$ cat src/design/sensor_to_dac_span_scaler_unit_defines.svh
// Assertion macros for the span scaler RTL.
// Included by every module that carries concurrent checks; no other dependencies.
`ifndef SENSOR_TO_DAC_SPAN_SCALER_UNIT_DEFINES_SVH
`define SENSOR_TO_DAC_SPAN_SCALER_UNIT_DEFINES_SVH

`ifndef SYNTH
// Check held off while reset is asserted.
`define SDS_ASSERT(lbl, clk, rstn, prop) \
  lbl: assert property (@(posedge clk) disable iff (!(rstn)) (prop)) \
    else $error("span scaler check failed");
// Check that must hold on every edge, reset included.
`define SDS_ASSERT_ALWAYS(lbl, clk, prop) \
  lbl: assert property (@(posedge clk) (prop)) \
    else $error("span scaler check failed");
`else
`define SDS_ASSERT(lbl, clk, rstn, prop)
`define SDS_ASSERT_ALWAYS(lbl, clk, prop)
`endif

`endif

$ cat src/design/sds_pkg.sv
// Shared types and constants for the span scaler.
// Used by the controller, the datapath and the top level.
package sds_pkg;

  // Configuration register indexes
  localparam int unsigned CFG_IDX_W = 3;
  localparam logic [CFG_IDX_W-1:0] CFG_OPEN_LEVEL   = 3'd0;
  localparam logic [CFG_IDX_W-1:0] CFG_MIN_LEVEL    = 3'd1;
  localparam logic [CFG_IDX_W-1:0] CFG_DAC_LOW      = 3'd2;
  localparam logic [CFG_IDX_W-1:0] CFG_DAC_HIGH     = 3'd3;
  localparam logic [CFG_IDX_W-1:0] CFG_INITIAL_SPAN = 3'd4;

  // Controller states, one-hot
  typedef enum logic [3:0] {
    ST_IDLE = 4'b0001,
    ST_MUL  = 4'b0010,
    ST_DIV  = 4'b0100,
    ST_FIN  = 4'b1000
  } state_e;

  // Controller -> datapath
  typedef struct packed {
    logic load;   // take the beat, clamp the sample
    logic mul;    // form |product| and its sign
    logic step;   // one restoring divide step
    logic fin;    // correct, saturate, load output, capture span
  } dp_cmd_t;

  // Datapath -> controller
  typedef struct packed {
    logic span_zero;
  } dp_sts_t;

endpackage

$ cat src/design/sds_ctrl.sv
// Sequencer for the span scaler: accept, multiply, divide steps, finish.
// Depends on sds_pkg and the assertion macro header.
`include "sensor_to_dac_span_scaler_unit_defines.svh"

module sds_ctrl #(
  parameter int unsigned DIV_STEPS = 28
) (
  input  logic              clk_i,
  input  logic              rst_ni,
  input  logic              in_valid_i,
  output logic              in_stall_o,
  output logic              out_valid_o,
  input  logic              out_stall_i,
  input  sds_pkg::dp_sts_t  sts_i,
  output sds_pkg::dp_cmd_t  cmd_o
);

  localparam int unsigned CNT_W = $clog2(DIV_STEPS);

  sds_pkg::state_e  state_q, state_d;
  logic [CNT_W-1:0] cnt_q, cnt_d;
  logic             out_valid_q, out_valid_d;
  logic             out_free;

  assign out_free    = !out_valid_q || !out_stall_i;
  assign in_stall_o  = (state_q != sds_pkg::ST_IDLE);
  assign out_valid_o = out_valid_q;

  always_comb begin
    state_d     = state_q;
    cnt_d       = cnt_q;
    cmd_o       = '0;
    out_valid_d = out_valid_q && out_stall_i;
    case (state_q)
      sds_pkg::ST_IDLE: begin
        if (in_valid_i) begin
          cmd_o.load = 1'b1;
          state_d    = sds_pkg::ST_MUL;
        end
      end
      sds_pkg::ST_MUL: begin
        cmd_o.mul = 1'b1;
        cnt_d     = '0;
        // zero span skips the divider entirely
        state_d   = sts_i.span_zero ? sds_pkg::ST_FIN : sds_pkg::ST_DIV;
      end
      sds_pkg::ST_DIV: begin
        cmd_o.step = 1'b1;
        cnt_d      = cnt_q + CNT_W'(1);
        if (cnt_q == CNT_W'(DIV_STEPS - 1)) begin
          state_d = sds_pkg::ST_FIN;
        end
      end
      sds_pkg::ST_FIN: begin
        if (out_free) begin
          cmd_o.fin   = 1'b1;
          out_valid_d = 1'b1;
          state_d     = sds_pkg::ST_IDLE;
        end
      end
      default: begin
        state_d = sds_pkg::ST_IDLE;
      end
    endcase
  end

  always_ff @(posedge clk_i or negedge rst_ni) begin
    if (!rst_ni) begin
      state_q     <= sds_pkg::ST_IDLE;
      cnt_q       <= '0;
      out_valid_q <= 1'b0;
    end else begin
      state_q     <= state_d;
      cnt_q       <= cnt_d;
      out_valid_q <= out_valid_d;
    end
  end

  // a pending result is never overwritten by the finish step
  `SDS_ASSERT(a_fin_waits, clk_i, rst_ni, (state_q == sds_pkg::ST_FIN && out_valid_q && out_stall_i) |=> (state_q == sds_pkg::ST_FIN))
  // finishing leaves a result on the output and returns to accept
  `SDS_ASSERT(a_fin_result, clk_i, rst_ni, cmd_o.fin |=> (out_valid_q && state_q == sds_pkg::ST_IDLE))
  // step counter never runs past the divide length
  `SDS_ASSERT(a_cnt_range, clk_i, rst_ni, (state_q != sds_pkg::ST_DIV) || (cnt_q <= CNT_W'(DIV_STEPS - 1)))

endmodule

$ cat src/design/sds_datapath.sv
// Datapath of the span scaler: clamp, multiply, restoring divider, saturation.
// Depends on sds_pkg; driven by sds_ctrl commands.
module sds_datapath #(
  parameter int unsigned DAC_BITS    = 12,
  parameter int unsigned SAMPLE_BITS = 16
) (
  input  logic                   clk_i,
  input  logic                   rst_ni,
  input  sds_pkg::dp_cmd_t       cmd_i,
  output sds_pkg::dp_sts_t       sts_o,
  input  logic                   cmd_bit_i,
  input  logic [SAMPLE_BITS-1:0] sample_i,
  input  logic [SAMPLE_BITS-1:0] open_level_i,
  input  logic [SAMPLE_BITS-1:0] min_level_i,
  input  logic [DAC_BITS-1:0]    dac_low_i,
  input  logic [DAC_BITS-1:0]    dac_high_i,
  output logic [DAC_BITS-1:0]    dac_code_o,
  output logic                   clipped_o
);

  localparam int unsigned P_W   = SAMPLE_BITS + DAC_BITS;
  localparam int unsigned R_W   = SAMPLE_BITS + 1;
  localparam int unsigned SUM_W = P_W + 2;

  logic [SAMPLE_BITS-1:0] s_q, s_d, raw_q, span_q;
  logic                   capt_q, neg_q;
  logic [P_W-1:0]         acc_q, acc_d;
  logic [SAMPLE_BITS-1:0] rem_q;
  logic [R_W-1:0]         rem_d, rem_sh;
  logic                   ge;
  logic [DAC_BITS-1:0]    mag;
  logic                   neg;
  logic signed [SUM_W-1:0] lo_ext, q_ext, inc_ext, sum;
  logic [DAC_BITS-1:0]    code_q, code_d;
  logic                   clip_q, clip_d;
  logic [SAMPLE_BITS-1:0] s_open;

  assign sts_o.span_zero = (span_q == '0);
  assign dac_code_o      = code_q;
  assign clipped_o       = clip_q;

  // open sensor first, then floor at min_level
  always_comb begin
    s_open = (sample_i >= open_level_i) ? min_level_i : sample_i;
    s_d    = (s_open <= min_level_i) ? min_level_i : s_open;
  end

  // |dac_high - dac_low| and its sign
  assign neg = (dac_low_i > dac_high_i);
  assign mag = neg ? (dac_low_i - dac_high_i) : (dac_high_i - dac_low_i);

  // restoring divide step, quotient bits shift in behind the dividend
  always_comb begin
    rem_sh = {rem_q, acc_q[P_W-1]};
    ge     = (rem_sh >= {1'b0, span_q});
    rem_d  = ge ? (rem_sh - {1'b0, span_q}) : rem_sh;
    acc_d  = {acc_q[P_W-2:0], ge};
  end

  // floor correction for a negative numerator, then saturate
  always_comb begin
    lo_ext  = {{(SUM_W-DAC_BITS){1'b0}}, dac_low_i};
    q_ext   = {2'b00, acc_q};
    inc_ext = {{(SUM_W-1){1'b0}}, (rem_q != '0)};
    sum     = neg_q ? (lo_ext - q_ext - inc_ext) : (lo_ext + q_ext);
    if (sts_o.span_zero) begin
      code_d = dac_high_i;
      clip_d = 1'b1;
    end else if (sum[SUM_W-1]) begin
      code_d = '0;
      clip_d = 1'b1;
    end else if (sum[SUM_W-2:DAC_BITS] != '0) begin
      code_d = '1;
      clip_d = 1'b1;
    end else begin
      code_d = sum[DAC_BITS-1:0];
      clip_d = 1'b0;
    end
  end

  always_ff @(posedge clk_i) begin
    if (cmd_i.load) begin
      s_q    <= s_d;
      raw_q  <= sample_i;
      capt_q <= cmd_bit_i;
    end
    if (cmd_i.mul) begin
      neg_q <= neg;
      acc_q <= {{DAC_BITS{1'b0}}, s_q} * {{SAMPLE_BITS{1'b0}}, mag};
      rem_q <= '0;
    end else if (cmd_i.step) begin
      acc_q <= acc_d;
      rem_q <= rem_d[SAMPLE_BITS-1:0];
    end
    if (cmd_i.fin) begin
      code_q <= code_d;
      clip_q <= clip_d;
    end
  end

  // span is state: reset to full scale, captured from the raw sample
  always_ff @(posedge clk_i or negedge rst_ni) begin
    if (!rst_ni) begin
      span_q <= '1;
    end else if (cmd_i.fin && capt_q) begin
      span_q <= raw_q;
    end
  end

endmodule

$ cat src/design/sensor_to_dac_span_scaler_unit.sv
// Top level of the sensor-to-DAC span scaler: config registers, sequencer, datapath.
// Depends on sds_pkg, sds_ctrl and sds_datapath.
//
// Each input beat carries a converter sample and a command bit and yields one
// output beat with a DAC code and a clip flag. The sample is clamped (open
// sensor and underrange both go to min_level), scaled as
// floor(s * (dac_high - dac_low) / span) + dac_low and saturated to the DAC
// range; a zero span gives dac_high with clip set. A command bit of one makes
// the raw sample the new span once the current beat is done. The block works
// on one beat at a time: it takes no new beat until the current one has gone
// through the multiply, the one-bit-per-cycle restoring divider and the finish
// step; with a zero span the divider is skipped. The result sits in an output
// register, so a new beat is taken while the previous result is still waiting.
// Configuration is written through cfg_we_i/cfg_idx_i/cfg_data_i; the user must
// write it only while the block is idle, as the block itself does not enforce it.
// A write to initial_span is accepted but has no effect: the span starts at
// all ones after reset and changes only by capture.
module sensor_to_dac_span_scaler_unit #(
  parameter int unsigned DAC_BITS    = 12,
  parameter int unsigned SAMPLE_BITS = 16
) (
  input  logic                            clk_i,
  input  logic                            rst_ni,
  // input channel
  input  logic                            in_valid_i,
  output logic                            in_stall_o,
  input  logic                            cmd_i,
  input  logic [SAMPLE_BITS-1:0]          sample_i,
  // output channel
  output logic                            out_valid_o,
  input  logic                            out_stall_i,
  output logic [DAC_BITS-1:0]             dac_code_o,
  output logic                            clipped_o,
  // configuration write port
  input  logic                            cfg_we_i,
  input  logic [sds_pkg::CFG_IDX_W-1:0]   cfg_idx_i,
  input  logic [((SAMPLE_BITS > DAC_BITS) ? SAMPLE_BITS : DAC_BITS)-1:0] cfg_data_i
);

  // Config registers; upper data bits beyond each register are dropped.
  logic [SAMPLE_BITS-1:0] open_level_q, min_level_q;
  logic [DAC_BITS-1:0]    dac_low_q, dac_high_q;

  always_ff @(posedge clk_i or negedge rst_ni) begin
    if (!rst_ni) begin
      open_level_q <= '1;
      min_level_q  <= '0;
      dac_low_q    <= '0;
      dac_high_q   <= '1;
    end else if (cfg_we_i) begin
      case (cfg_idx_i)
        sds_pkg::CFG_OPEN_LEVEL: open_level_q <= cfg_data_i[SAMPLE_BITS-1:0];
        sds_pkg::CFG_MIN_LEVEL:  min_level_q  <= cfg_data_i[SAMPLE_BITS-1:0];
        sds_pkg::CFG_DAC_LOW:    dac_low_q    <= cfg_data_i[DAC_BITS-1:0];
        sds_pkg::CFG_DAC_HIGH:   dac_high_q   <= cfg_data_i[DAC_BITS-1:0];
        // only its reset value matters, and that is built into the span register
        sds_pkg::CFG_INITIAL_SPAN: ;
        default: ;
      endcase
    end
  end

  sds_pkg::dp_cmd_t cmd;
  sds_pkg::dp_sts_t sts;

  sds_ctrl #(
    .DIV_STEPS (SAMPLE_BITS + DAC_BITS)
  ) u_ctrl (
    .clk_i       (clk_i),
    .rst_ni      (rst_ni),
    .in_valid_i  (in_valid_i),
    .in_stall_o  (in_stall_o),
    .out_valid_o (out_valid_o),
    .out_stall_i (out_stall_i),
    .sts_i       (sts),
    .cmd_o       (cmd)
  );

  sds_datapath #(
    .DAC_BITS    (DAC_BITS),
    .SAMPLE_BITS (SAMPLE_BITS)
  ) u_dp (
    .clk_i        (clk_i),
    .rst_ni       (rst_ni),
    .cmd_i        (cmd),
    .sts_o        (sts),
    .cmd_bit_i    (cmd_i),
    .sample_i     (sample_i),
    .open_level_i (open_level_q),
    .min_level_i  (min_level_q),
    .dac_low_i    (dac_low_q),
    .dac_high_i   (dac_high_q),
    .dac_code_o   (dac_code_o),
    .clipped_o    (clipped_o)
  );

endmodule

$ cat config.mk
export PLATFORM = sky130hd
export DESIGN_NAME = sensor_to_dac_span_scaler_unit
export DESIGN_NICKNAME = d
export VERILOG_FILES = /design/src/design/sds_pkg.sv /design/src/design/sds_ctrl.sv /design/src/design/sds_datapath.sv /design/src/design/sensor_to_dac_span_scaler_unit.sv
export VERILOG_INCLUDE_DIRS = /design/src /design/src/design
export SDC_FILE = /design/constraint.sdc
export NUM_CORES = 1
export LEC_CHECK = 0
export BUFFER_PORTS_ARGS = -buffer_cell sky130_fd_sc_hd__buf_2
export CAP_MARGIN = 40
export CORE_MARGIN = 3
export CORE_UTILIZATION = 53
export DETAILED_ROUTE_END_ITERATION = 16
export GPL_TIMING_DRIVEN = 1
export PLACE_DENSITY_LB_ADDON = 0.1
export SKIP_LAST_GASP = 1
export SYNTH_ARGS = -nofsm -noshare
export SYNTH_HDL_FRONTEND = slang
export SYNTH_SLANG_ARGS = --single-unit
$ cat constraint.sdc
create_clock -name clk_i -period 24.2 [get_ports clk_i]
set_clock_uncertainty 0.15 [all_clocks]
set_input_delay 3.63 -clock clk_i [delete_from_list [all_inputs] [get_ports clk_i]]
set_output_delay 3.63 -clock clk_i [all_outputs]
set_load 0.05 [all_outputs]
==> flow_summary.ini <==
[run]
cap_viol_max_count = 0

[logic_synthesis]
synthMuxAreaShare_pct = 6.47
synth_xor_area_share_pct = 3.71
syn-mean-instance-area_um2 = 8.92
yosys.area_share.simple_pct = 16.2
synth.area.top_cells = fa_1 (16%), edfxtp_1 (12%), ha_1 (11%)
synth-seq-cells = 173
yosys.area_share.adder_pct = 26.5
ys_seq_area_share_pct = 25.1
syn_area_mm2 = 0.0187
synth_nets = 2442
synth_cells = 2092
synth_top_area_share_pct = 15.6
yosysTopAreaCell = fa_1
post-synth-top-count-cell = inv_1
ys_types = 71
synth_top_family_by_area = adder cells
yosysWarnings = 0
synth_compound_area_share_pct = 13.9
synth-main-ff-cell = edfxtp_1
async_flop_share_pct = 47.4
synth_edf_count = 75
synth_commonest_cells = inv_1 (300), nand2_1 (255), ha_1 (164)

[layout]
diodes = 0
syn_to_final_growth_pct = 7.46
drive_above_1_share_pct = 11.9
fin_nets = 2446

[worst_setup_path]
crit_slowest_cell = nor2_1
path_max_fanout = 16
cp-start-kind = register
crit_buf_inv = 6
r2r_cells = 34
path_delay_family = adder cells
cp_data_required_time_ps = 24230
endpoint_kind = register
arrival_ps = 10320
endpoint = u_dp.acc_q[25]
critPathLaunch = dac_high_q[0]
regToRegSetupSlack_ps = 13920
worst_path_most_repeated_cell = fa_1
crit_type = register to register
crit_cells = 34
r2r-end = u_dp.acc_q[25]
cpPeakStageDelay_ps = 680
rr_startpoint = dac_high_q[0]

[timing]
setup_viol = 0
tightest_slew_ps = 915
post-route-min-period_ps = 10280
max_freq_ghz = 0.0972
fin_setup_tns_ps = 0
timing.slew.headroom_pct = 39.0
hold_ws_ps = 335
finalMaxSlewViolations = 0
hold_viol = 0
fin_crit_sh_pct = 42.5
grt_setup_unrepaired = false

[global_routing]
antenna_found_initial = 0
grt_pass1_vias = 14500
grt_pass1_wl_um = 77000
grt_usage_pct = 25.4
grt_start_max_net_pins = 57
overflow = 0

[drt]
drt_pass1_iterations = 5
num_vias = 14500
route.detailed.drc = 0
via_per_inst = 5.67
ant_nets = 0
wire_per_inst_um = 18.2
wirelength_um = 46600
drt-initial-drc-count = 888

[cts]
cts_buffers = 17
htree_levels = 4
cts_hold_buffers = 0
cts.sinks = 173
post_cts_buffers = 0
clk-insertion-delay-late_ps = 460
cts_root_buf = clkbuf_16
clockBufferDepth = 2
cts_resized = 0
tritoncts = yes
clkTransAtPathRegs_ps = 80

[hold_path]
hold_class = register to register

[outcome]
status = finished, final reports clean

[die]
fp-row-count = 68
dieWidth_um = 194
io_pins = 56
start_util_pct = 53.9
die_area_mm2 = 0.0375
core_area_mm2 = 0.0346
die_h_um = 194

[placement]
port-buffer-count = 55
place.gp.congestion = 0.892
dp_hpwl_um = 37200
-- layer usage --
| metal | track usage (%) | part of all wire [%] | up-vias |
|---|---|---|---|
| met5 | 0 | 0 | - |
| met4 | 7.69 | 2.4 | 0 |
| met3 | 4.10 | 5.3 | 54 |
| met2 | 39.8 | 45 | 347 |
| met1 | 36.6 | 47 | 7108 |
| li1 | - | - | 7038 |
-- flip-flops by register name (all words and copies together), names as in the netlist, 5 cells and up --
name	cells
u_dp.span_q	16
dac_low_q	12
min_level_q	16
u_dp.acc_q	28
dac_high_q	12
u_ctrl.cnt_q	5
u_dp.dac_code_o	12
u_dp.rem_q	16
open_level_q	16
u_dp.s_q	16
u_dp.raw_q	16
-- cells by family after synthesis --
kind of cell | count (synthesis)
simple gates | 617
compound gates | 405
buf+inv | 397
fa+ha+maj | 309
flops | 173
mux | 112
xor+xnor | 79
-- worst min path at each step --
stage,startpoint,end,slack (ps),cells past startpoint
2_1_floorplan,u_dp.raw_q[0],u_dp.span_q[0],310,1
3_3_place_gp,u_dp.raw_q[15],u_dp.span_q[15],310,1
3_5_place_dp,u_dp.raw_q[3],u_dp.span_q[3],320,1
4_1_cts,u_dp.raw_q[3],u_dp.span_q[3],340,1
5_1_grt,u_dp.raw_q[12],u_dp.span_q[12],360,1
6_report,u_dp.raw_q[3],u_dp.span_q[3],340,1
-- placed cells by master, fill, tap and decap left out, types with 33 or more instances in the layout --
cell and n:
a21oi_1 97, and2_1 54, mux2_2 70, nor2_1 72, buf_2 54, o21ai_0 119, inv_1 300, edfxtp_1 75
nand3_1 33, mux2i_1 42, nand2b_1 50, a21o_1 40, xnor2_1 49, ha_1 164, dfrtp_1 37, nand2_1 255
fa_1 145, dfstp_2 45
-- through the flow --
step	setup WS, ps	util [%]	std cells	instance area (µm²)
floorplan	14910	-	2092	18700
global placement	13640	55.9	2526	19400
detailed placement	14030	56.1	2532	19400
CTS	13970	57.9	2564	20100
global route	13250	57.9	2564	20100
finish	13920	57.9	2564	20100
-- area by class of cell --
type	count	area, µm²
multi-input cells	1522	12500
inverters	301	1130
clock buffers	17	425
well taps	455	569
flip-flops and latches	173	4680
clock inverters	15	193
repair buffers	81	517
fillers	3050	14600
Power is not shown: default switching activity piles up to over one toggle a cycle in this logic, so the estimate is an artifact.
